==> src/rtl/srrw_pkg.sv <==
// ============================================================================
// srrw_pkg : shared types and constants of the receive window
// Result codes, field widths and the control word of the slot walker.
// ============================================================================
package srrw_pkg;

    // result_kind codes
    localparam logic [1:0] RK_HEADER  = 2'd0;
    localparam logic [1:0] RK_MISSING = 2'd1;
    localparam logic [1:0] RK_ERROR   = 2'd2;

    // entries listed after one header at most
    localparam logic [4:0] GAP_CAP = 5'd31;

    // stream widths
    localparam int IN_DATA_W  = 32;
    localparam int OUT_DATA_W = 80;

    // walker control: load restarts at ack + 1, step moves one slot on
    typedef struct packed {
        logic load;
        logic step;
    } t_walk_ctl;

endpackage

==> src/rtl/srrw_slot_map.sv <==
// ============================================================================
// srrw_slot_map : held-slot bitmap
// One flop per window slot, set on store, cleared on in-order release.
// ============================================================================
module srrw_slot_map #(
    parameter  int WINDOW_SLOTS = 32,
    localparam int SLOT_W       = $clog2(WINDOW_SLOTS)
) (
    input  logic              i_clk,
    input  logic              i_rst_n,
    input  logic              i_set_en,
    input  logic [SLOT_W-1:0] i_set_slot,
    input  logic              i_clr_en,
    input  logic [SLOT_W-1:0] i_clr_slot,
    input  logic [SLOT_W-1:0] i_rd_slot,
    output logic              o_rd_held
);

    logic [WINDOW_SLOTS-1:0] r_held;

    always_ff @(posedge i_clk) begin
        if (!i_rst_n) begin
            r_held <= '0;
        end else begin
            if (i_set_en) begin
                r_held[i_set_slot] <= 1'b1;
            end
            if (i_clr_en) begin
                r_held[i_clr_slot] <= 1'b0;
            end
        end
    end

    assign o_rd_held = r_held[i_rd_slot];

endmodule

==> src/rtl/srrw_walk_unit.sv <==
// ============================================================================
// srrw_walk_unit : shared slot walker
// Index incrementer, wrapping slot pointer and bound compare, reused by
// every pass over the window.
// ============================================================================
module srrw_walk_unit #(
    parameter  int WINDOW_SLOTS = 32,
    localparam int SLOT_W       = $clog2(WINDOW_SLOTS)
) (
    input  logic                     i_clk,
    input  srrw_pkg::t_walk_ctl      i_ctl,
    input  logic signed [31:0]       i_base,
    input  logic [SLOT_W-1:0]        i_base_slot,
    input  logic signed [31:0]       i_bound,
    output logic signed [32:0]       o_pos,
    output logic [SLOT_W-1:0]        o_slot,
    output logic                     o_past
);

    import srrw_pkg::*;

    localparam logic [SLOT_W-1:0] LAST_SLOT = SLOT_W'(WINDOW_SLOTS - 1);

    logic signed [32:0] r_pos;
    logic [SLOT_W-1:0]  r_slot;
    logic signed [32:0] w_addend;
    logic signed [32:0] w_sum;

    // one incrementer serves both the restart and the step
    assign w_addend = i_ctl.load ? {i_base[31], i_base} : r_pos;
    assign w_sum    = w_addend + 33'sd1;

    always_ff @(posedge i_clk) begin
        if (i_ctl.load) begin
            r_pos  <= w_sum;
            r_slot <= i_base_slot;
        end else if (i_ctl.step) begin
            r_pos  <= w_sum;
            r_slot <= (r_slot == LAST_SLOT) ? '0 : r_slot + SLOT_W'(1);
        end
    end

    assign o_pos  = r_pos;
    assign o_slot = r_slot;
    assign o_past = r_pos > {i_bound[31], i_bound};

endmodule

==> src/rtl/selective_repeat_receive_window.sv <==
// ============================================================================
// selective_repeat_receive_window : receiver side of a sliding window
// Tracks held sequence slots, acknowledges the in-order index and lists gaps.
// ============================================================================
// One input transfer is taken at a time; o_s_tready is high only while the
// sequencer is idle. After a transfer o_s_tready stays low while metadata,
// early data and dropped items pass the decide state and then the reply or
// check state, and while items that arrive after the finish pass the decide
// state. A data item in the window holds it low, plus any output stall,
// while the walker releases held slots in order and finds the first empty
// slot, walks from the new ack to the largest index seen and ends that pass,
// and walks the slots while listing the missing indices. The sequencer then
// returns to idle before the next transfer. The worst case is a new index at
// the far edge of the window with every slot before it empty. The time is
// set by the single walker, which looks at one bitmap slot per cycle on all
// three passes, except while the listing pass waits on a stalled output. The
// bitmap is in flops and clears at reset, so no start-up sweep is needed.
// ============================================================================
module selective_repeat_receive_window #(
    parameter  int WINDOW_SLOTS = 32,
    localparam int SLOT_W       = $clog2(WINDOW_SLOTS)
) (
    input  logic                              i_clk,
    input  logic                              i_rst_n,
    // input stream
    input  logic                              i_s_tvalid,
    output logic                              o_s_tready,
    input  logic [srrw_pkg::IN_DATA_W-1:0]    i_s_tdata,  // [30:0] seq_index, [31] zero
    input  logic                              i_s_tuser,  // [0] kind
    input  logic                              i_s_tlast,  // last_packet
    // result stream
    output logic                              o_m_tvalid,
    input  logic                              i_m_tready,
    output logic [srrw_pkg::OUT_DATA_W-1:0]   o_m_tdata,  // [31:0] ack_upto, [36:32] gap_count,
                                                          // [42:37] delivered_count,
                                                          // [73:43] missing_index,
                                                          // [74] finished, [79:75] zero
    output logic [1:0]                        o_m_tuser,  // [1:0] result_kind
    output logic                              o_m_tlast   // last
);

    import srrw_pkg::*;

    localparam logic signed [32:0] WIN_POS = 33'(WINDOW_SLOTS);
    localparam logic signed [32:0] WIN_NEG = -WIN_POS;
    localparam logic [SLOT_W:0]    WIN_EXT = (SLOT_W + 1)'(WINDOW_SLOTS);

    typedef enum logic [2:0] {
        ST_IDLE,
        ST_DECIDE,
        ST_REPLY,
        ST_CHECK,
        ST_ADVANCE,
        ST_COUNT,
        ST_HEADER,
        ST_EMIT
    } t_state;

    t_state r_state;

    // window state
    logic signed [31:0] r_in_order;
    logic signed [31:0] r_largest;
    logic [SLOT_W-1:0]  r_base_slot;   // slot of in_order + 1
    logic               r_end_seen;
    logic               r_open;
    logic               r_done;

    // per-item working registers
    logic [30:0]        r_seq;
    logic               r_kind;
    logic               r_last;
    logic               r_reply_err;
    logic signed [32:0] r_diff;        // seq - in_order
    logic [4:0]         r_gaps;
    logic               r_any_gap;
    logic [5:0]         r_deliv;
    logic [4:0]         r_emitted;

    // output register
    logic                  r_o_valid;
    logic [OUT_DATA_W-1:0] r_o_data;
    logic [1:0]            r_o_user;
    logic                  r_o_last;

    // walker and bitmap
    t_walk_ctl          w_walk;
    logic signed [32:0] w_pos;
    logic [SLOT_W-1:0]  w_slot;
    logic               w_past;
    logic               w_held;
    logic               w_set_en;
    logic               w_clr_en;
    logic [SLOT_W-1:0]  w_set_slot;

    logic               w_out_free;
    logic               w_o_load;
    logic               w_in_win;
    logic signed [32:0] w_diff_now;
    logic [SLOT_W-1:0]  w_off;
    logic [SLOT_W:0]    w_slot_sum;
    logic               w_fin;
    logic               w_entry_last;

    assign w_out_free = !r_o_valid || i_m_tready;

    // a result is loaded into the output register this cycle
    assign w_o_load = w_out_free && ((r_state == ST_REPLY) || (r_state == ST_HEADER)
                                     || ((r_state == ST_EMIT) && !w_held));

    assign w_diff_now = $signed({2'b00, r_seq}) - $signed({r_in_order[31], r_in_order});
    assign w_in_win   = !(r_diff > WIN_POS) && !(r_diff < WIN_NEG);

    // slot of a newer index: base slot + (diff - 1), wrapped once
    assign w_off      = r_diff[SLOT_W-1:0] - SLOT_W'(1);
    assign w_slot_sum = {1'b0, r_base_slot} + {1'b0, w_off};
    assign w_set_slot = (w_slot_sum >= WIN_EXT) ? SLOT_W'(w_slot_sum - WIN_EXT)
                                                : w_slot_sum[SLOT_W-1:0];

    assign w_set_en = (r_state == ST_CHECK) && w_in_win && (r_diff > 33'sd0);
    assign w_clr_en = (r_state == ST_ADVANCE) && w_held;

    assign w_fin        = r_end_seen && !r_any_gap;
    assign w_entry_last = (r_emitted + 5'd1) == r_gaps;

    always_comb begin
        w_walk.load = ((r_state == ST_CHECK) && w_in_win)
                   || ((r_state == ST_HEADER) && w_out_free);
        w_walk.step = ((r_state == ST_ADVANCE) && w_held)
                   || ((r_state == ST_COUNT) && !w_past)
                   || ((r_state == ST_EMIT) && (w_held || w_out_free));
    end

    srrw_slot_map #(
        .WINDOW_SLOTS (WINDOW_SLOTS)
    ) u_slot_map (
        .i_clk      (i_clk),
        .i_rst_n    (i_rst_n),
        .i_set_en   (w_set_en),
        .i_set_slot (w_set_slot),
        .i_clr_en   (w_clr_en),
        .i_clr_slot (w_slot),
        .i_rd_slot  (w_slot),
        .o_rd_held  (w_held)
    );

    srrw_walk_unit #(
        .WINDOW_SLOTS (WINDOW_SLOTS)
    ) u_walk (
        .i_clk       (i_clk),
        .i_ctl       (w_walk),
        .i_base      (r_in_order),
        .i_base_slot (r_base_slot),
        .i_bound     (r_largest),
        .o_pos       (w_pos),
        .o_slot      (w_slot),
        .o_past      (w_past)
    );

    always_ff @(posedge i_clk) begin
        if (!i_rst_n) begin
            r_state     <= ST_IDLE;
            r_in_order  <= -32'sd1;
            r_largest   <= -32'sd1;
            r_base_slot <= '0;
            r_end_seen  <= 1'b0;
            r_open      <= 1'b0;
            r_done      <= 1'b0;
            r_o_valid   <= 1'b0;
        end else begin
            if (w_o_load) begin
                r_o_valid <= 1'b1;
            end else if (r_o_valid && i_m_tready) begin
                r_o_valid <= 1'b0;
            end

            unique case (r_state)
                ST_IDLE: begin
                    if (i_s_tvalid) begin
                        r_seq   <= i_s_tdata[30:0];
                        r_kind  <= i_s_tuser;
                        r_last  <= i_s_tlast;
                        r_state <= ST_DECIDE;
                    end
                end

                ST_DECIDE: begin
                    r_diff <= w_diff_now;
                    priority if (r_done) begin
                        r_state <= ST_IDLE;
                    end else if (!r_kind) begin
                        r_open      <= 1'b1;
                        r_reply_err <= 1'b0;
                        r_state     <= ST_REPLY;
                    end else if (!r_open) begin
                        r_reply_err <= 1'b1;
                        r_state     <= ST_REPLY;
                    end else begin
                        r_state <= ST_CHECK;
                    end
                end

                // single-result answer: open header or early-data error
                ST_REPLY: begin
                    if (w_out_free) begin
                        r_o_last  <= 1'b1;
                        if (r_reply_err) begin
                            r_o_user <= RK_ERROR;
                            r_o_data <= '0;
                        end else begin
                            r_o_user <= RK_HEADER;
                            r_o_data <= {48'd0, {32{1'b1}}};
                        end
                        r_state <= ST_IDLE;
                    end
                end

                ST_CHECK: begin
                    if (!w_in_win) begin
                        r_state <= ST_IDLE;
                    end else begin
                        if ($signed({1'b0, r_seq}) > r_largest) begin
                            r_largest <= {1'b0, r_seq};
                        end
                        r_end_seen <= r_end_seen || r_last;
                        r_gaps     <= '0;
                        r_any_gap  <= 1'b0;
                        r_deliv    <= '0;
                        r_state    <= ST_ADVANCE;
                    end
                end

                // release contiguous held slots; freed slot stops a wrap-round
                ST_ADVANCE: begin
                    if (w_held) begin
                        r_in_order <= w_pos[31:0];
                        r_deliv    <= r_deliv + 6'd1;
                    end else begin
                        r_base_slot <= w_slot;
                        r_state     <= ST_COUNT;
                    end
                end

                // count the gaps up to the largest index seen
                ST_COUNT: begin
                    if (w_past) begin
                        r_state <= ST_HEADER;
                    end else if (!w_held) begin
                        r_any_gap <= 1'b1;
                        if (r_gaps != GAP_CAP) begin
                            r_gaps <= r_gaps + 5'd1;
                        end
                    end
                end

                ST_HEADER: begin
                    if (w_out_free) begin
                        r_o_user  <= RK_HEADER;
                        r_o_last  <= (r_gaps == 5'd0);
                        r_o_data  <= {5'd0, w_fin, 31'd0, r_deliv, r_gaps, r_in_order};
                        if (w_fin) begin
                            r_done <= 1'b1;
                        end
                        r_emitted <= '0;
                        r_state   <= (r_gaps == 5'd0) ? ST_IDLE : ST_EMIT;
                    end
                end

                // second walk: list the missing indices, lowest first
                ST_EMIT: begin
                    if (!w_held && w_out_free) begin
                        r_o_user  <= RK_MISSING;
                        r_o_last  <= w_entry_last;
                        r_o_data  <= {5'd0, 1'b0, w_pos[30:0], 43'd0};
                        r_emitted <= r_emitted + 5'd1;
                        if (w_entry_last) begin
                            r_state <= ST_IDLE;
                        end
                    end
                end

                default: r_state <= ST_IDLE;
            endcase
        end
    end

    assign o_s_tready = (r_state == ST_IDLE);
    assign o_m_tvalid = r_o_valid;
    assign o_m_tdata  = r_o_data;
    assign o_m_tuser  = r_o_user;
    assign o_m_tlast  = r_o_last;

    // one item at a time
    a_single_item: assert property (@(posedge i_clk) disable iff (!i_rst_n)
        (i_s_tvalid && o_s_tready) |=> !o_s_tready)
        else $error("input taken while an item is in progress");

    // finish is sticky
    a_done_sticky: assert property (@(posedge i_clk) disable iff (!i_rst_n)
        r_done |=> r_done)
        else $error("finished flag dropped");

    // the acknowledged index only moves forward
    a_ack_monotonic: assert property (@(posedge i_clk) disable iff (!i_rst_n)
        1'b1 |=> (r_in_order >= $past(r_in_order)))
        else $error("in-order index went backwards");

    // nothing acknowledged beyond what has been seen
    a_ack_le_largest: assert property (@(posedge i_clk) disable iff (!i_rst_n)
        r_largest >= r_in_order)
        else $error("in-order index passed the largest index seen");

    // never more entries than the header announced
    a_entry_count: assert property (@(posedge i_clk) disable iff (!i_rst_n)
        (r_state == ST_EMIT) |-> (r_emitted < r_gaps))
        else $error("missing-index entries overran the gap count");

endmodule
==> config.mk <==
export PLATFORM = sky130hd
export DESIGN_NAME = selective_repeat_receive_window
export DESIGN_NICKNAME = d
export VERILOG_FILES = /design/src/rtl/srrw_pkg.sv /design/src/rtl/srrw_slot_map.sv /design/src/rtl/srrw_walk_unit.sv /design/src/rtl/selective_repeat_receive_window.sv
export SDC_FILE = /design/constraint.sdc
export NUM_CORES = 1
export LEC_CHECK = 0
export BUFFER_PORTS_ARGS = -buffer_cell sky130_fd_sc_hd__buf_2
export CORE_AREA = 3 3 172 174
export DETAILED_ROUTE_END_ITERATION = 16
export DIE_AREA = 0 0 175 177
export PLACE_DENSITY = 0.79
export SLEW_MARGIN = 20
export SYNTH_ARGS = -nofsm -noshare
export SYNTH_HDL_FRONTEND = slang
export SYNTH_HIERARCHICAL = 1
export SYNTH_SLANG_ARGS = --single-unit
export TNS_END_PERCENT = 50
==> constraint.sdc <==
create_clock -name i_clk -period 8.55 [get_ports i_clk]
set_clock_uncertainty 0.05 [all_clocks]
set_input_delay 0.855 -clock i_clk [delete_from_list [all_inputs] [get_ports i_clk]]
set_output_delay 0.855 -clock i_clk [all_outputs]
set_load 0.02 [all_outputs]
==> run metrics <==
EDFF count, synth 200; die height 177 um; Tmin final between 5000 and 6000 ps; TritonCTS Sinks 308; Wirelength per Cell between 15 and 20 um; Post-Syn Area per Cell between 10 and 15 um2; WS Path Type flop to flop; mapped cell area ~0.017 mm2; grt ovf 0; Bufs on Longest Clock Path 3; initial antenna violation count 0; yosys warns 6; class of the worst hold path flop to flop; fin. max-slew vios 0; Critical Path Sink Type flop; Area Overhead vs Synth 11.4%; leakage power 8.16 nW; Seq/Total Area, Yosys 0.479; internal power about 2.5 mW; PD cells 169 mW/mm2; cell row count 61; Residual DRC 0; worst hold slack 423 ps; total CTS buffers 34; worst endpoint data arrival time roughly 5300 ps; Worst-path clk slew 60 ps; post-route cell area ~0.019 mm2; share of cells above drive strength 1 0.122; Slew HR 0.299; CP Launch Type flop; register area ~0.0082 mm2; area post-placement 0.0179 mm2; worst path required time 8740 ps; Synth cell types just under 90; Max-Cap Viols 0; Seq cells post-synth 308; Main synth FF type edfxtp_1; core area about 0.028 mm2; Critical Path Fanout Max 73; effective utilization at floorplan 0.610; port bufs 116; Ant. Diodes 0; Clk Latency, worst-skew pair roughly 510 ps; first-pass GRT wire length between 60,000 and 70,000 um; Nets around 1.9k; fillcell total between 2k and 2.5k; drt pass-1 iters 6; clock network power share 0.447; largest net degree at the start of global routing 79; All-Layer GR Usage 0.261; Logic pwr share 0.044; final setup margin 3460 ps; RSZ-0062 raised after global routing false; fin cells between 2k and 2.5k; total power about 3.2 mW; final RePlAce weighted congestion between 0.8 and 0.9; Horiz. Die Dim around 180 um; die area 0.0310 mm2; Net Sw Frac 0.219; area of the multi-input gates between 0.008 and 0.009 mm2; DRT iter0 DRCs approximately 1.1k; run status completed; VDD IR max about 150 uV; HPWL after DPL between 20,000 and 30,000 um; htree depth 2; via count about 13k; PostCTS Resize Cnt 0; Layout Utilization 0.679; setup bufs post-CTS 0; cells after synthesis approximately 1.7k; Async S/R FF share, synth 0; Detail Route Antenna Nets 0; CTS tree done; NetSw around 0.70 mW; WL final a little over 40,000 um; Placed Cells incl. Taps between 2k and 2.5k; Final period util 0.595; Setup violations, final 0; count of final hold-check violations 0; Vias per Instance between 6 and 7; Worst Tran Pin Value about 1100 ps; final setup TNS 0 ps; cts hold-fix bufs 0; vias in the first global route between 10k and 15k; CTS Root Cell clkbuf_16; pre-CTS setup slack 3630 ps; I/O Pins approximately 120; Flop pwr share 0.509; f_max 0.196 GHz
-- cells in the final DEF (no fill, tap or decap), types with 7 or more instances in the layout --
| master | Yosys | final |
|---|---|---|
| buf_4 | 5 | 11 |
| buf_2 | 5 | 116 |
| nand3_1 | 45 | 45 |
| nand3b_1 | 15 | 15 |
| nand2_1 | 105 | 105 |
| o211ai_1 | 35 | 35 |
| inv_1 | 119 | 118 |
| nor4_1 | 14 | 14 |
| nand4_1 | 38 | 38 |
| edfxtp_1 | 200 | 200 |
| nor2_1 | 163 | 162 |
| a211oi_1 | 13 | 13 |
| nor2b_1 | 12 | 12 |
| a21oi_1 | 110 | 109 |
| mux2i_1 | 71 | 71 |
| clkbuf_16 | 0 | 37 |
| nor3b_1 | 10 | 10 |
| xnor2_1 | 40 | 40 |
| xor2_1 | 40 | 40 |
| dfxtp_1 | 108 | 108 |
| clkbuf_1 | 45 | 7 |
| a31oi_1 | 7 | 7 |
| nor3_1 | 21 | 19 |
| and3_1 | 15 | 15 |
| o21ai_0 | 70 | 69 |
| a22oi_1 | 9 | 9 |
| nand2b_1 | 8 | 8 |
| o21a_1 | 16 | 16 |
| ha_1 | 109 | 109 |
| and2_1 | 46 | 46 |
| a21o_1 | 52 | 52 |
-- power groups by stage --
| stage | clock network, mW | logic, mW | registers [mW] |
|---|---|---|---|
| 6_report | 1.43 | 0.142 | 1.63 |
| 5_1_grt | 1.51 | 0.158 | 1.63 |
| 4_1_cts | 1.45 | 0.142 | 1.63 |
| 3_5_place_dp | 0 | 0.140 | 1.66 |
| 3_3_place_gp | 0 | 0.135 | 1.66 |
| 2_1_floorplan | 0 | 0.0974 | 1.66 |
-- kinds of logic (layout without fill, tap and decap cells) --
| family | Yosys count | after routing | share of synthesized area |
|---|---|---|---|
| buf+inv | 187 | 310 | 0.0467 |
| xor+xnor | 80 | 80 | 0.0411 |
| other cells | 1 | 5 | 0.000220 |
| fa+ha+maj | 111 | 111 | 0.0824 |
| simple gates | 522 | 522 | 0.157 |
| flops | 308 | 308 | 0.479 |
| compound gates | 372 | 372 | 0.148 |
| mux | 77 | 77 | 0.0457 |
-- critical path, cell delays in order (launching register included) --
cell and delay [ps]:
edfxtp_1 400, nand4_1 110, nor4_1 520, a22o_4 250, nand4_4 240, o21ai_4 270, buf_4 710, nand3_1 270
a221oi_4 710, nand4_4 300, o311a_1 410, or4_1 530
-- worst paths after layout --
check / from / endpoint / slack [ps] / cells after the start
max: r_diff[32]$_DFFE_PP_ / u_walk/o_pos[30]$_DFFE_PP_ / 3460 / 11
min: r_end_seen$_SDFFE_PN0P_ / r_end_seen$_SDFFE_PN0P_ / 420 / 1
max reg2reg: r_diff[32]$_DFFE_PP_ / u_walk/o_pos[30]$_DFFE_PP_ / 3460 / 11
min reg2reg: r_end_seen$_SDFFE_PN0P_ / r_end_seen$_SDFFE_PN0P_ / 420 / 1
-- cell type report --
| cell class | instances | area share |
|---|---|---|
| clock buffers | 47 | 0.0520 |
| clock inverters | 15 | 0.00560 |
| inverters | 120 | 0.0237 |
| multi-input cells | 1167 | 0.428 |
| flip-flops and latches | 308 | 0.430 |
| well taps | 378 | 0.0249 |
| repair buffers | 128 | 0.0357 |
-- flip-flops by register name, summed over array words and instances, names as in the netlist, 6 cells and up --
| name | flops |
|---|---|
| u_walk/o_pos | 33 |
| r_deliv | 6 |
| r_in_order | 32 |
| r_seq | 31 |
| r_largest | 32 |
| o_m_tdata | 75 |
| u_slot_map/r_held | 32 |
| r_diff | 33 |
-- layer usage --
| metal | wire length (um) | up-vias | track usage |
|---|---|---|---|
| li1 | - | 6221 | - |
| met3 | 2230 | 99 | 0.0322 |
| met2 | 20800 | 490 | 0.471 |
| met5 | 0 | - | 0 |
| met1 | 16300 | 6236 | 0.317 |
| met4 | 1660 | 0 | 0.106 |
-- cell usage after synthesis, drive strengths merged, types with 3 or more instances --
master | n | share of area
mux2i | 71 | 0.042
o211ai | 35 | 0.015
clkbuf | 45 | 0.0099
or3 | 3 | 0.0011
inv | 120 | 0.026
ha | 109 | 0.080
nor4 | 15 | 0.0059
nor3b | 11 | 0.0051
edfxtp | 200 | 0.35
nor4b | 3 | 0.0019
a21o | 53 | 0.023
a31oi | 7 | 0.0026
o31ai | 5 | 0.0022
and2 | 46 | 0.017
a22o | 5 | 0.0031
a221o | 3 | 0.0018
buf | 22 | 0.010
a21oi | 110 | 0.032
mux2 | 6 | 0.0040
nand3b | 18 | 0.010
nand4 | 40 | 0.016
and3 | 15 | 0.0055
nor3 | 21 | 0.0062
nand2 | 105 | 0.023
xor2 | 40 | 0.021
or3b | 3 | 0.0015
a221oi | 6 | 0.0041
or2 | 3 | 0.0011
a211oi | 14 | 0.0065
nor2b | 12 | 0.0044
a21boi | 5 | 0.0029
a22oi | 9 | 0.0040
xnor2 | 40 | 0.021
nand3 | 46 | 0.014
nor2 | 164 | 0.036
o21bai | 6 | 0.0029
o21ai | 71 | 0.021
and3b | 4 | 0.0021
nand2b | 8 | 0.0029
o21a | 16 | 0.0070
o311a | 3 | 0.0018
dfxtp | 108 | 0.13
(Power assumes the default switching activity.)
